<file path="src/byte_lane_memory_fill_move_engine_unit_macros.svh">
// Assertion macros used by the byte-lane memory engine sequencer.
`ifndef BYTE_LANE_MEMORY_FILL_MOVE_ENGINE_UNIT_MACROS_SVH
`define BYTE_LANE_MEMORY_FILL_MOVE_ENGINE_UNIT_MACROS_SVH

// Checks a property at every clock edge outside reset.
`define BLMF_ASSERT_NOW(label, prop, msg) \
    label: assert property (@(posedge aclk) disable iff (!aresetn) (prop)) \
        else $error(msg);

// Checks that a condition in one cycle is followed by another in the next.
`define BLMF_ASSERT_NEXT(label, ante, cons, msg) \
    label: assert property (@(posedge aclk) disable iff (!aresetn) (ante) |=> (cons)) \
        else $error(msg);

`endif

</file>
<file path="src/blmf_pkg.sv">
// Types, request codes and lane helpers for the byte-lane memory engine.
package blmf_pkg;

    // Byte pointer width: covers any start plus length that passes the range checks.
    localparam int PTR_W  = 10;
    // Word cursor width for fill walks.
    localparam int WCUR_W = 8;

    localparam logic [2:0] REQ_RD_BYTE = 3'd0;
    localparam logic [2:0] REQ_RD_HALF = 3'd1;
    localparam logic [2:0] REQ_RD_WORD = 3'd2;
    localparam logic [2:0] REQ_WR_BYTE = 3'd3;
    localparam logic [2:0] REQ_WR_HALF = 3'd4;
    localparam logic [2:0] REQ_WR_WORD = 3'd5;
    localparam logic [2:0] REQ_FILL    = 3'd6;
    localparam logic [2:0] REQ_MOVE    = 3'd7;

    typedef struct packed {
        logic [2:0]  req_type;
        logic [8:0]  addr;
        logic [31:0] wdata;
        logic [8:0]  src_addr;
        logic [9:0]  length;
    } blmf_req_t;

    typedef struct packed {
        logic        valid;
        logic [31:0] rdata;
        logic        ok;
    } blmf_res_t;

    // Replaces the enabled byte lanes of a word.
    function automatic logic [31:0] merge_lanes(input logic [31:0] old_word,
                                                input logic [31:0] new_word,
                                                input logic [3:0]  lane_en);
        logic [31:0] merged;
        merged = old_word;
        for (int k = 0; k < 4; k++) begin
            if (lane_en[k]) begin
                merged[k*8 +: 8] = new_word[k*8 +: 8];
            end
        end
        return merged;
    endfunction

endpackage

</file>
<file path="src/byte_lane_memory_fill_move_engine_unit.sv">
// Top level of the byte-lane memory engine: stream ports and the result register.
//
// Requests arrive on the s_ channel. s_tuser carries the request type and s_tdata the
// address, write data, source address and length. Each request yields exactly one
// result on the m_ channel: m_tdata is the read value (zero for writes, fills, moves
// and rejected requests) and m_tuser is the ok flag. Requests are served one at a time.
// Byte, halfword and word reads and writes first read the word from the RAM and then
// merge, write back and report into the result register.
// A fill reads and rewrites one word per cycle after the first read. A move copies one
// byte at a time (read the source word, then read, merge and write the destination
// word); the pace of both walks is set by the single registered RAM read port.
// A rejected request takes the single-access path and leaves the memory unchanged.
// After reset the block sweeps the whole store to zero, one word per cycle, with s_tready
// low until the sweep ends. A finished result waits in the output register; a new
// request is accepted meanwhile, and a stalled receiver only holds the engine once its
// next result is ready.
module byte_lane_memory_fill_move_engine_unit
    import blmf_pkg::*;
    #(
        parameter int MEM_BYTES = 512
    )
    (
        input  logic        aclk,
        input  logic        aresetn,
        input  logic        s_tvalid,
        output logic        s_tready,
        input  logic [63:0] s_tdata,   // addr[8:0], wdata[40:9], src_addr[49:41],
                                       // length[59:50], zero fill[63:60]
        input  logic [2:0]  s_tuser,   // req_type[2:0]
        output logic        m_tvalid,
        input  logic        m_tready,
        output logic [31:0] m_tdata,   // rdata[31:0]
        output logic        m_tuser    // ok[0]
    );

    blmf_req_t   req;
    blmf_res_t   eng_res;
    logic        out_free;

    logic        m_tvalid_reg, m_tvalid_next;
    logic [31:0] m_tdata_reg, m_tdata_next;
    logic        m_tuser_reg, m_tuser_next;

    // Unpack the request fields from the stream payload.
    always_comb begin
        req.req_type = s_tuser;
        req.addr     = s_tdata[8:0];
        req.wdata    = s_tdata[40:9];
        req.src_addr = s_tdata[49:41];
        req.length   = s_tdata[59:50];
    end

    // The output register can take a new result when it is empty or being drained.
    assign out_free = !m_tvalid_reg || m_tready;

    blmf_engine #(
        .MEM_BYTES (MEM_BYTES)
    ) u_engine (
        .aclk      (aclk),
        .aresetn   (aresetn),
        .req       (req),
        .req_valid (s_tvalid),
        .req_ready (s_tready),
        .out_free  (out_free),
        .res       (eng_res)
    );

    always_comb begin
        m_tvalid_next = m_tvalid_reg;
        m_tdata_next  = m_tdata_reg;
        m_tuser_next  = m_tuser_reg;
        if (eng_res.valid) begin
            m_tvalid_next = 1'b1;
            m_tdata_next  = eng_res.rdata;
            m_tuser_next  = eng_res.ok;
        end else if (m_tready) begin
            m_tvalid_next = 1'b0;
        end
    end

    always_ff @(posedge aclk) begin
        if (!aresetn) begin
            m_tvalid_reg <= 1'b0;
        end else begin
            m_tvalid_reg <= m_tvalid_next;
        end
    end

    always_ff @(posedge aclk) begin
        m_tdata_reg <= m_tdata_next;
        m_tuser_reg <= m_tuser_next;
    end

    assign m_tvalid = m_tvalid_reg;
    assign m_tdata  = m_tdata_reg;
    assign m_tuser  = m_tuser_reg;

endmodule

</file>
<file path="src/blmf_ram.sv">
// Generic simple dual-port RAM with one write port and a registered read port.
module blmf_ram
    #(
        parameter int WIDTH  = 32,
        parameter int DEPTH  = 128,
        localparam int ADDR_W = (DEPTH > 1) ? $clog2(DEPTH) : 1
    )
    (
        input  logic              aclk,
        input  logic              we,
        input  logic [ADDR_W-1:0] waddr,
        input  logic [WIDTH-1:0]  wdata,
        input  logic              re,
        input  logic [ADDR_W-1:0] raddr,
        output logic [WIDTH-1:0]  rdata
    );

    logic [WIDTH-1:0] mem [DEPTH];
    logic [WIDTH-1:0] rdata_reg;

    always_ff @(posedge aclk) begin
        if (we) begin
            mem[waddr] <= wdata;
        end
        if (re) begin
            rdata_reg <= mem[raddr];
        end
    end

    assign rdata = rdata_reg;

endmodule

</file>
<file path="src/blmf_engine.sv">
// Request sequencer: range checks, read-modify-write, fill and move walks over the word RAM.
`include "byte_lane_memory_fill_move_engine_unit_macros.svh"

module blmf_engine
    import blmf_pkg::*;
    #(
        parameter int MEM_BYTES = 512
    )
    (
        input  logic      aclk,
        input  logic      aresetn,
        input  blmf_req_t req,
        input  logic      req_valid,
        output logic      req_ready,
        input  logic      out_free,
        output blmf_res_t res
    );

    localparam int WORD_COUNT = (MEM_BYTES + 3) / 4;
    localparam int AW = (WORD_COUNT > 1) ? $clog2(WORD_COUNT) : 1;
    localparam logic [31:0] LIM_BYTE = 32'(MEM_BYTES);
    localparam logic [31:0] LIM_HALF = 32'(MEM_BYTES / 2);
    localparam logic [31:0] LIM_WORD = 32'(MEM_BYTES / 4);
    localparam logic [AW-1:0] LAST_IDX = AW'(WORD_COUNT - 1);

    localparam logic [2:0] ST_CLEAR  = 3'd0;
    localparam logic [2:0] ST_IDLE   = 3'd1;
    localparam logic [2:0] ST_SINGLE = 3'd2;
    localparam logic [2:0] ST_FILL   = 3'd3;
    localparam logic [2:0] ST_MSRC   = 3'd4;
    localparam logic [2:0] ST_MDST   = 3'd5;
    localparam logic [2:0] ST_DONE   = 3'd6;

    logic [2:0]        state_reg, state_next;
    logic [AW-1:0]     clr_idx_reg, clr_idx_next;
    logic [2:0]        type_reg, type_next;
    logic [8:0]        addr_reg, addr_next;
    logic [31:0]       wdata_reg, wdata_next;
    logic              ok_reg, ok_next;
    logic [AW-1:0]     widx_reg, widx_next;
    logic [10:0]       fend_reg, fend_next;
    logic [WCUR_W-1:0] cur_reg, cur_next;
    logic [PTR_W-1:0]  sp_reg, sp_next;
    logic [PTR_W-1:0]  dp_reg, dp_next;
    logic [9:0]        cnt_reg, cnt_next;
    logic              back_reg, back_next;
    logic [7:0]        sbyte_reg, sbyte_next;
    logic              fwd_hit_reg, fwd_hit_next;
    logic [31:0]       fwd_data_reg, fwd_data_next;
    logic [31:0]       res_rdata_reg, res_rdata_next;
    logic              res_ok_reg, res_ok_next;

    logic              ram_we;
    logic [AW-1:0]     ram_waddr;
    logic [31:0]       ram_wdata;
    logic              ram_re;
    logic [AW-1:0]     ram_raddr;
    logic [31:0]       ram_rdata;
    logic [31:0]       rd_eff;

    logic              acc;
    logic [10:0]       sum_dst;
    logic [10:0]       sum_src;
    logic              fill_ok;
    logic              move_ok;
    logic              ok_in;
    logic [AW-1:0]     widx_in;
    logic              back_in;
    logic [PTR_W-1:0]  first_src;
    logic [PTR_W-1:0]  first_dst;

    logic              finish;
    logic [31:0]       fin_rdata;
    logic              fin_ok;
    logic [3:0]        fill_en;

    blmf_ram #(
        .WIDTH (32),
        .DEPTH (WORD_COUNT)
    ) u_store (
        .aclk  (aclk),
        .we    (ram_we),
        .waddr (ram_waddr),
        .wdata (ram_wdata),
        .re    (ram_re),
        .raddr (ram_raddr),
        .rdata (ram_rdata)
    );

    // A read issued in the same cycle as a write to the same word sees the new value.
    assign rd_eff    = fwd_hit_reg ? fwd_data_reg : ram_rdata;
    assign req_ready = (state_reg == ST_IDLE);
    assign acc       = req_valid && req_ready;

    // Range checks on the incoming request.
    assign sum_dst = {2'b00, req.addr} + {1'b0, req.length};
    assign sum_src = {2'b00, req.src_addr} + {1'b0, req.length};
    assign fill_ok = (req.length != 10'd0) && (32'(sum_dst) <= LIM_BYTE);
    assign move_ok = fill_ok && (32'(sum_src) <= LIM_BYTE) && (req.addr != req.src_addr);
    assign back_in = !(req.addr < req.src_addr);
    assign first_src = back_in ? PTR_W'(sum_src - 11'd1) : PTR_W'(req.src_addr);
    assign first_dst = back_in ? PTR_W'(sum_dst - 11'd1) : PTR_W'(req.addr);

    always_comb begin
        unique case (req.req_type) inside
            REQ_RD_BYTE, REQ_WR_BYTE: begin
                ok_in   = 32'(req.addr) < LIM_BYTE;
                widx_in = AW'(req.addr >> 2);
            end
            REQ_RD_HALF, REQ_WR_HALF: begin
                ok_in   = 32'(req.addr) < LIM_HALF;
                widx_in = AW'(req.addr >> 1);
            end
            REQ_RD_WORD, REQ_WR_WORD: begin
                ok_in   = 32'(req.addr) < LIM_WORD;
                widx_in = AW'(req.addr);
            end
            REQ_FILL: begin
                ok_in   = fill_ok;
                widx_in = AW'(req.addr >> 2);
            end
            REQ_MOVE: begin
                ok_in   = move_ok;
                widx_in = AW'(first_src >> 2);
            end
            default: begin
                ok_in   = 1'b0;
                widx_in = '0;
            end
        endcase
    end

    // Lanes of the current fill word that fall inside the range.
    always_comb begin
        logic [10:0] lane_byte;
        lane_byte = '0;
        for (int k = 0; k < 4; k++) begin
            lane_byte  = {1'b0, cur_reg, 2'(k)};
            fill_en[k] = (lane_byte >= {2'b00, addr_reg}) && (lane_byte < fend_reg);
        end
    end

    always_comb begin
        state_next     = state_reg;
        clr_idx_next   = clr_idx_reg;
        type_next      = type_reg;
        addr_next      = addr_reg;
        wdata_next     = wdata_reg;
        ok_next        = ok_reg;
        widx_next      = widx_reg;
        fend_next      = fend_reg;
        cur_next       = cur_reg;
        sp_next        = sp_reg;
        dp_next        = dp_reg;
        cnt_next       = cnt_reg;
        back_next      = back_reg;
        sbyte_next     = sbyte_reg;
        res_rdata_next = res_rdata_reg;
        res_ok_next    = res_ok_reg;
        ram_we         = 1'b0;
        ram_waddr      = '0;
        ram_wdata      = '0;
        ram_re         = 1'b0;
        ram_raddr      = '0;
        finish         = 1'b0;
        fin_rdata      = '0;
        fin_ok         = 1'b0;

        unique case (state_reg)
            ST_CLEAR: begin
                ram_we    = 1'b1;
                ram_waddr = clr_idx_reg;
                if (clr_idx_reg == LAST_IDX) begin
                    state_next = ST_IDLE;
                end else begin
                    clr_idx_next = clr_idx_reg + AW'(1);
                end
            end
            ST_IDLE: begin
                if (acc) begin
                    type_next  = req.req_type;
                    addr_next  = req.addr;
                    wdata_next = req.wdata;
                    ok_next    = ok_in;
                    widx_next  = widx_in;
                    fend_next  = sum_dst;
                    cur_next   = WCUR_W'(req.addr >> 2);
                    sp_next    = first_src;
                    dp_next    = first_dst;
                    cnt_next   = req.length;
                    back_next  = back_in;
                    ram_re     = 1'b1;
                    ram_raddr  = widx_in;
                    if (ok_in && req.req_type == REQ_FILL) begin
                        state_next = ST_FILL;
                    end else if (ok_in && req.req_type == REQ_MOVE) begin
                        state_next = ST_MSRC;
                    end else begin
                        state_next = ST_SINGLE;
                    end
                end
            end
            ST_SINGLE: begin
                finish    = 1'b1;
                fin_ok    = ok_reg;
                ram_waddr = widx_reg;
                if (ok_reg) begin
                    unique case (type_reg)
                        REQ_RD_BYTE: fin_rdata = {24'd0, rd_eff[{addr_reg[1:0], 3'b000} +: 8]};
                        REQ_RD_HALF: fin_rdata = {16'd0, rd_eff[{addr_reg[0], 4'b0000} +: 16]};
                        REQ_RD_WORD: fin_rdata = rd_eff;
                        REQ_WR_BYTE: begin
                            ram_we    = 1'b1;
                            ram_wdata = merge_lanes(rd_eff, {4{wdata_reg[7:0]}},
                                                    4'b0001 << addr_reg[1:0]);
                        end
                        REQ_WR_HALF: begin
                            ram_we    = 1'b1;
                            ram_wdata = merge_lanes(rd_eff, {2{wdata_reg[15:0]}},
                                                    addr_reg[0] ? 4'b1100 : 4'b0011);
                        end
                        REQ_WR_WORD: begin
                            ram_we    = 1'b1;
                            ram_wdata = wdata_reg;
                        end
                        default: fin_rdata = '0;
                    endcase
                end
            end
            ST_FILL: begin
                ram_we    = 1'b1;
                ram_waddr = AW'(cur_reg);
                ram_wdata = merge_lanes(rd_eff, {4{wdata_reg[7:0]}}, fill_en);
                if (({1'b0, cur_reg, 2'b11} + 11'd1) >= fend_reg) begin
                    finish = 1'b1;
                    fin_ok = 1'b1;
                end else begin
                    cur_next  = cur_reg + WCUR_W'(1);
                    ram_re    = 1'b1;
                    ram_raddr = AW'(cur_reg + WCUR_W'(1));
                end
            end
            ST_MSRC: begin
                sbyte_next = rd_eff[{sp_reg[1:0], 3'b000} +: 8];
                ram_re     = 1'b1;
                ram_raddr  = AW'(dp_reg >> 2);
                state_next = ST_MDST;
            end
            ST_MDST: begin
                ram_we    = 1'b1;
                ram_waddr = AW'(dp_reg >> 2);
                ram_wdata = merge_lanes(rd_eff, {4{sbyte_reg}}, 4'b0001 << dp_reg[1:0]);
                if (cnt_reg == 10'd1) begin
                    finish = 1'b1;
                    fin_ok = 1'b1;
                end else begin
                    sp_next    = back_reg ? sp_reg - PTR_W'(1) : sp_reg + PTR_W'(1);
                    dp_next    = back_reg ? dp_reg - PTR_W'(1) : dp_reg + PTR_W'(1);
                    cnt_next   = cnt_reg - 10'd1;
                    ram_re     = 1'b1;
                    ram_raddr  = AW'(sp_next >> 2);
                    state_next = ST_MSRC;
                end
            end
            ST_DONE: begin
                if (out_free) begin
                    state_next = ST_IDLE;
                end
            end
            default: begin
                state_next = ST_IDLE;
            end
        endcase

        if (finish) begin
            res_rdata_next = fin_rdata;
            res_ok_next    = fin_ok;
            state_next     = out_free ? ST_IDLE : ST_DONE;
        end
    end

    assign fwd_hit_next  = ram_we && ram_re && (ram_waddr == ram_raddr);
    assign fwd_data_next = ram_wdata;

    always_comb begin
        res.valid = (finish || state_reg == ST_DONE) && out_free;
        res.rdata = (state_reg == ST_DONE) ? res_rdata_reg : fin_rdata;
        res.ok    = (state_reg == ST_DONE) ? res_ok_reg : fin_ok;
    end

    always_ff @(posedge aclk) begin
        if (!aresetn) begin
            state_reg   <= ST_CLEAR;
            clr_idx_reg <= '0;
            fwd_hit_reg <= 1'b0;
        end else begin
            state_reg   <= state_next;
            clr_idx_reg <= clr_idx_next;
            fwd_hit_reg <= fwd_hit_next;
        end
    end

    always_ff @(posedge aclk) begin
        type_reg      <= type_next;
        addr_reg      <= addr_next;
        wdata_reg     <= wdata_next;
        ok_reg        <= ok_next;
        widx_reg      <= widx_next;
        fend_reg      <= fend_next;
        cur_reg       <= cur_next;
        sp_reg        <= sp_next;
        dp_reg        <= dp_next;
        cnt_reg       <= cnt_next;
        back_reg      <= back_next;
        sbyte_reg     <= sbyte_next;
        fwd_data_reg  <= fwd_data_next;
        res_rdata_reg <= res_rdata_next;
        res_ok_reg    <= res_ok_next;
    end

    `BLMF_ASSERT_NOW(a_res_has_room, res.valid |-> out_free, "result offered while output is full")
    `BLMF_ASSERT_NOW(a_idle_no_write, (state_reg == ST_IDLE) |-> !ram_we, "RAM written while idle")
    `BLMF_ASSERT_NEXT(a_fwd_capture, ram_we && ram_re && (ram_waddr == ram_raddr), fwd_hit_reg, "same-word read and write not forwarded")

endmodule
</file>
<file path="config.mk">
export PLATFORM = sky130hd
export DESIGN_NAME = byte_lane_memory_fill_move_engine_unit
export DESIGN_NICKNAME = d
export VERILOG_FILES = /design/src/blmf_pkg.sv /design/src/byte_lane_memory_fill_move_engine_unit.sv /design/src/blmf_ram.sv /design/src/blmf_engine.sv
export VERILOG_INCLUDE_DIRS = /design/src /design/src/src
export SDC_FILE = /design/constraint.sdc
export NUM_CORES = 2
export LEC_CHECK = 0
export BUFFER_PORTS_ARGS = -buffer_cell sky130_fd_sc_hd__buf_4
export CAP_MARGIN = 10
export CORE_MARGIN = 5
export CORE_UTILIZATION = 50
export DETAILED_ROUTE_END_ITERATION = 10
export GPL_ROUTABILITY_DRIVEN = 0
export PLACE_DENSITY_LB_ADDON = 0.05
export SLEW_MARGIN = 20
export SYNTH_ARGS = -nofsm -noshare
export SYNTH_HDL_FRONTEND = slang
export SYNTH_HIERARCHICAL = 1
export SYNTH_SLANG_ARGS = --single-unit
</file>
<file path="constraint.sdc">
create_clock -name aclk -period 23.1 [get_ports aclk]
set_clock_uncertainty 0.1 [all_clocks]
set_input_delay 1.155 -clock aclk [delete_from_list [all_inputs] [get_ports aclk]]
set_output_delay 1.155 -clock aclk [all_outputs]
set_load 0.005 [all_outputs]
</file>
---- After elaboration in Yosys (flattened, before gate mapping) ----
Memory sizes are Yosys's and may differ from the RTL's. A register that Yosys moved wholly into a read port is not among the register bits.
Cells that the tools add are included.
word-level totals
  memories ................................ 1
  memory bits (writable) .................. 4096
  bits in registers ....................... 220
memories
  memory                depth  bits a word  rd ports  clocked after Yosys merged registers in  write ports  RTL line        source
  u_engine.u_store.mem  128    32           1         1                                        1            blmf_ram.sv:18  logic [WIDTH-1:0] mem [DEPTH];
operators by class
  reduce and logical (&&, ||, !) cells .... 36
  add/subtract/negate cells ............... 12
  shifts and indexed selects .............. 5
  bitwise gates (word level) .............. 1
  muxes and demuxes ....................... 73
  $lt $le $gt $ge ......................... 14
  eq/ne operators ......................... 30
operator list
  kind                   count
  $pmux 32 s3            3
  $mux 32                5
  $mux 8                 18
  $mux 10                10
  $pmux 7 s4             3
  $shiftx 32x6->8        2
  $pmux 10 s2            3
  $sub 10x1->10 const B  5
  $lt 10x11->1           4
  $ge 10x9->1            4
  $shiftx 32x6->16       1
  $eq 3x3->1 const B     9
  $mux 3                 8
  $add 9x10->11          2
  $le 11x10->1 const B   2
  $mux 7                 3
  $add 10x1->10 const B  2
  $eq 3x2->1 const B     6
  $pmux 3 s6             1
  $pmux 8 s2             1
  $logic_and 1x1->1      13
  $mux 1                 12
  $add 10x1->11 const B  1
  $ge 11x11->1           1
  other kinds (32)       52

---- Depth between registers and ports, before layout ----
  depth in word-level cells ............... 12
  depth in mapped cells ................... 21
  gate-level depth less buffers ........... 17

---- Hierarchy ----
Netlist, hierarchy kept.
by module, submodules not included
  module                                  sequential area each (um^2)  area each (um^2)  cells each  times used
  blmf_ram                                123958.9                     156596.4          5990        1
  blmf_engine                             5094.9                       13534.2           1445        1
  byte_lane_memory_fill_move_engine_unit  1011.0                       1039.7            37          1

---- Worst setup path before layout ----
No wires, ideal clock.
  kind .................................... register to register
  from .................................... register u_engine.cur_reg[4]
  to ...................................... memory u_engine.u_store.mem[0][24], data pin
  cell stages (with the launch flop) ...... 11
  arrival time ............................ 7.241 ns
  data required time ...................... 21.795 ns
  library setup time ...................... 1.205 ns
  slack ................................... 14.554 ns
  path buffers ............................ 0
  clock period less this slack ............ 8.546 ns
  cell sequence ........................... edfxtp_1 -> ha_1 -> a41oi_1 -> o21ai_0 -> a21o_1 -> a21oi_1 -> nor2b_1 -> o21ai_1 -> o311ai_1 -> mux2i_1 -> o21ai_0
on the way
  cells in the longest elaborated chain, start to end .. 4
  elaborated cells on any way between the ends .. 5
  those cells by class .................... order compare: 2; mux: 2; reduce/logical: 1
RTL lines
  item                                                RTL line            source
  start: declaration                                  blmf_engine.sv:42   logic [WCUR_W-1:0] cur_reg, cur_next;
  start signal: assignment                            blmf_engine.sv:310  cur_reg <= cur_next;
  $lt 10x11->1 / $ge 10x9->1 (equally long branches)  blmf_engine.sv:139  fill_en[k] = (lane_byte >= {2'b00, addr_reg}) && (lane_byte < fend_reg);
  $logic_and 1x1->1 *                                 blmf_engine.sv:139
  $mux 8 *                                            blmf_pkg.sv:39      if (lane_en[k]) begin
  $pmux 32 s3 *                                       blmf_engine.sv:169  unique case (state_reg)
  net u_engine.fwd_data_next[24]                      blmf_engine.sv:49   logic [31:0] fwd_data_reg, fwd_data_next;
  end: declaration                                    blmf_ram.sv:18
The timed path passes the listed nets; every way through them passes the cells marked *.

---- Worst setup path in the final report ----
  from .................................... register u_engine.cur_reg[0]
  to ...................................... register u_engine.u_store.rdata_reg[9], in the netlist u_engine/u_store/rdata[9], read port of u_engine.u_store.mem, data pin
on the way
  cells in the longest elaborated chain, start to end .. 4
  elaborated cells on any way between the ends .. 7
  those cells by class .................... add/sub: 2; order compare: 1; mux: 4
RTL lines
  item                       RTL line            source
  $add 10x1->11              blmf_engine.sv:234  if (({1'b0, cur_reg, 2'b11} + 11'd1) >= fend_reg) begin
  $ge 11x11->1               blmf_engine.sv:234
  $mux 7 *                   blmf_engine.sv:234
  $pmux 7 s4 *               blmf_engine.sv:169
  net u_engine.ram_raddr[0]  blmf_engine.sv:57   logic [AW-1:0] ram_raddr;
  end: declaration           blmf_ram.sv:19      logic [WIDTH-1:0] rdata_reg;
Marked as above.
A chain may end at the register's enable or synchronous reset.

==> results by stage <==
Outcome:
- The run finished with clean final reports.

Floorplan:
- The area of the die is 354000 um^2.
- The total area inside the core boundary comes to 340000 um^2.
- The die boundary height is 595 um.
- The initial cell density of the core is 50.3%.
- 106 I/O pins were placed.
- The width of the chip is 595 um.
- The number of core rows is 214.

Power and ir drop:
- In this run, flip-flops and latches consume 41.0% of the power.
- The internal power of the cells totals 15.9 mW.
- In this run the static leakage power is 59.6 nW.
- The share of power burned in the clock network is 30.8%.
- For this design the total switching power over the nets is 7.11 mW.
- The design draws 23.0 mW.
- Combinational logic burns 28.2% of the power.
- The power per standard cell area is 119 nW/um^2.
- The peak supply drop is 0.0810 mV.
- Net switching is 30.9% of the power.

Run:
- The number of max-cap violations is 0.

Synth:
- The netlist uses 87 different library cells.
- The area fraction of the dominant cell type after synthesis is 75.5%.
- Of all cell types, the one taking the most synthesized area is sky130_fd_sc_hd__edfxtp_1.
- The number of nets in the synthesized netlist is 7621.
- Counting flops with a built-in enable in the synthesized netlist gives 4302.
- The sequential area share after synthesis is 76.0%.
- The Yosys step of the flow raised 6 warnings.
- Yosys attributes the largest share of cell area to sky130_fd_sc_hd__edfxtp_1 75%, sky130_fd_sc_hd__mux4_2 18%, sky130_fd_sc_hd__nor2_1 0.64%.
- The proportion of synthesized flip-flops having asynchronous set or reset is 0%.
- The total standard cell area after synthesis is 171000 um^2.
- Synthesis handed over a netlist of 7472 instances.
- The predominant post-synthesis flop cell is sky130_fd_sc_hd__edfxtp_1.
- The synthesized flop and latch total is 4346.
- A synthesized cell averages 22.9 um^2.

Clock network:
- The clock passes through at most 4 buffers.
- Clock tree synthesis inserted a total of 447 buffers.
- Gates resized during post-CTS repair numbered 0.
- The number of post-CTS setup repair buffers is 0.
- The hold buffer count at cts is 0.
- The source-to-sink clock delay at the later pin of the worst-skew pair is 0.99 ns.
- CTS built an H-tree with a depth of 5.
- The clock transition time at the flip-flop clock pins of the worst setup and hold paths is 0.06 ns.
- TritonCTS built the clock tree.
- The TritonCTS sink count is 4346.
- The clock root buffer is sky130_fd_sc_hd__clkbuf_16.

Final layout:
- Of the cells placed in the final design, the portion with a size suffix greater than 1 is 32.1%.
- The area growth from synthesis to layout is 13.4%.
- At the end of the flow, the number of nets in the layout was 8064.
- The register with the most flip-flops in the final layout is u_engine/u_store/mem.
- The final non-filler cell total is 12800.
- The flip-flop count of the largest register after layout is 4096.

STA:
- The final critical delay including setup and external delays is 9.91 ns.
- The sum of negative setup slack is 0 ns.
- The final worst-path cycle share is 42.9%.
- Setup repair after global routing left no endpoint under its margin.
- The hold violation count in the final report is 0.
- For the pin with the worst max-slew slack, the measured transition is 1.14 ns.
- The relative slew slack is 24.2%.
- The total of endpoints with negative setup slack in the final report is 0.
- The count of pins over their slew limit was 0.
- For this run, the top clock speed supported by timing is 101 MHz.

GRT:
- The via count of the first global-routing pass was 83400.
- The pin count of the biggest net entering global routing is 115.
- The overall track demand over capacity in global routing is 26.2%.
- After global routing the overflow that remains totals 0.
- The number of antenna violations at the first check in global routing is 67.
- The first global-routing pass estimated 650000 um of wire.

Route:
- The number of design-rule violations left by the first detailed-router iteration is 10600.
- Before antenna repair, the detailed router went through 8 iterations.
- For this block, the routed nets add up to 466000 um of wire.
- Dividing the detail-routed wire length by the instance count gives 36.3 um.
- The number of remaining DRC errors is 0.
- Once detail routing completed, the nets flagged for antenna violations numbered 0.
- The final route contains 83100 vias.
- The via-per-instance ratio is 6.48.

Critical path:
- Data on the critical path is required at its endpoint by 23.70 ns.
- In this run the worst path has a maximum fanout of 42.
- The worst path arrival time is 10.51 ns.
- The launching element type of the critical path is a register.
- The classification of the worst setup path is reg2reg.
- The capturing element type of the critical path is a register.

Place:
- The number of port buffers is 101.
- Counting tap cells, the placed design contains a total of 12000 instances.
- The HPWL after detailed placement is 255000 um.

Worst hold path:
- In this run the worst hold path is classified as in2reg.
==> critical path: stages (launching register included) <==
cell	delay [ns]
sky130_fd_sc_hd__edfxtp_1	0.68
sky130_fd_sc_hd__ha_1	0.34
sky130_fd_sc_hd__nand2_1	0.09
sky130_fd_sc_hd__xor2_1	0.27
sky130_fd_sc_hd__inv_1	0.08
sky130_fd_sc_hd__ha_1	0.31
sky130_fd_sc_hd__a2111oi_0	0.42
sky130_fd_sc_hd__o211ai_1	0.14
sky130_fd_sc_hd__a21oi_1	0.25
sky130_fd_sc_hd__o21ai_1	0.11
sky130_fd_sc_hd__buf_4	0.21
sky130_fd_sc_hd__o221ai_4	0.59
sky130_fd_sc_hd__buf_4	0.78
sky130_fd_sc_hd__buf_4	0.61
sky130_fd_sc_hd__buf_4	0.63
sky130_fd_sc_hd__buf_4	0.77
sky130_fd_sc_hd__buf_4	0.82
sky130_fd_sc_hd__mux4_2	0.60
sky130_fd_sc_hd__mux4_2	0.65
sky130_fd_sc_hd__mux4_2	0.66
sky130_fd_sc_hd__mux2_2	0.32
==> cell usage after synthesis (8+ instances only) <==
library cell,number
sky130_fd_sc_hd__a211oi_1,16
sky130_fd_sc_hd__a21o_1,42
sky130_fd_sc_hd__a21oi_1,109
sky130_fd_sc_hd__a222oi_1,16
sky130_fd_sc_hd__a22oi_1,26
sky130_fd_sc_hd__and2_1,11
sky130_fd_sc_hd__buf_1,59
sky130_fd_sc_hd__buf_2,81
sky130_fd_sc_hd__clkbuf_1,247
sky130_fd_sc_hd__dfxtp_1,44
sky130_fd_sc_hd__edfxtp_1,4302
sky130_fd_sc_hd__ha_1,74
sky130_fd_sc_hd__inv_1,65
sky130_fd_sc_hd__mux2_2,74
sky130_fd_sc_hd__mux2i_1,71
sky130_fd_sc_hd__mux4_2,1360
sky130_fd_sc_hd__nand2_1,112
sky130_fd_sc_hd__nand2b_1,13
sky130_fd_sc_hd__nand3_1,41
sky130_fd_sc_hd__nand4_1,13
sky130_fd_sc_hd__nor2_1,291
sky130_fd_sc_hd__nor2b_1,23
sky130_fd_sc_hd__nor3_1,27
sky130_fd_sc_hd__o211ai_1,8
sky130_fd_sc_hd__o21a_1,9
sky130_fd_sc_hd__o21ai_0,109
sky130_fd_sc_hd__o21bai_1,9
sky130_fd_sc_hd__o22ai_1,21
sky130_fd_sc_hd__o32a_1,8
sky130_fd_sc_hd__xnor2_1,39
sky130_fd_sc_hd__xor2_1,26
==> routing by layer <==
metal / up-vias / GRT usage, % / part of all wire [%]
met5: - / 0 / 0
met4: 0 / 5.84 / 2.3
met3: 609 / 5.24 / 9.0
met2: 3753 / 40.8 / 47
met1: 45800 / 38.9 / 41
li1: 32900 / - / -
==> power by group through the flow <==
stage	logic (mW)	registers, mW	clock network [mW]
global route	6.80	9.44	7.56
detailed placement	6.56	9.59	0
CTS	6.57	9.42	7.22
finish	6.50	9.43	7.09
floorplan	3.82	9.67	0
global placement	6.49	9.58	0
==> cells by family (layout without fill, tap and decap cells) <==
kind of cell    after synthesis  count (layout)  synth area share (%)
xor+xnor                     65              65                 0.333
mux                        1505            1505                  18.8
fa+ha+maj                    78              78                 0.588
compound gates              446             446                  1.73
buf+inv                     460            1263                  1.08
simple gates                572             572                  1.49
other cells                   0              26                     0
flops                      4346            4346                  76.0
==> worst paths after layout <==
kind / start / endpoint / slack [ns] / depth (start not counted)
setup reg to reg: u_engine/cur_reg[0]$_DFFE_PP_ / u_engine/u_store/rdata[9]$_DFFE_PP_ / 13.19 / 20
hold reg to reg: u_engine/res_rdata_reg[0]$_DFFE_PP_ / m_tdata[0]$_DFFE_PP_ / 0.42 / 1
setup / recovery: u_engine/cur_reg[0]$_DFFE_PP_ / u_engine/u_store/rdata[9]$_DFFE_PP_ / 13.19 / 20
hold / removal: s_tdata[29] / u_engine/wdata_reg[20]$_DFFE_PP_ / 0.25 / 1
==> cell usage in the layout (no fill, tap or decap), drive strengths merged, types with 41 or more instances in the layout <==
master / Yosys / routed
a21o: 42 / 42
a21oi: 111 / 111
buf: 145 / 387
bufinv: 0 / 43
clkbuf: 248 / 550
clkinv: 2 / 191
dfxtp: 44 / 44
edfxtp: 4302 / 4302
ha: 74 / 74
inv: 65 / 77
mux2: 74 / 74
mux2i: 71 / 71
mux4: 1360 / 1360
nand2: 112 / 112
nand3: 41 / 41
nor2: 292 / 292
o21ai: 112 / 112
==> cell type report <==
type                       count  area (um^2)
clock buffer                 550        11800
inverter                      67          251
sequential                  4346       130000
fill                       24800       146000
antenna                       26         65.1
tap                         4536         5680
multi-input combinational   2666        40700
timing repair buffer         387         3020
clock inverter               259         2600
==> metrics by stage <==
step           instance area, um^2  setup WS, ns  hold WS (ns)  utilization (%)
5_1_grt                     194000         12.32         0.203             57.0
2_1_floorplan               171000         14.55         0.395                -
3_3_place_gp                180000         12.80         0.406             52.8
3_5_place_dp                180000         12.84         0.404             52.8
4_1_cts                     194000         12.88         0.163             57.0
6_report                    194000         13.19         0.247             57.1
Power figures use the tool's default switching activity.
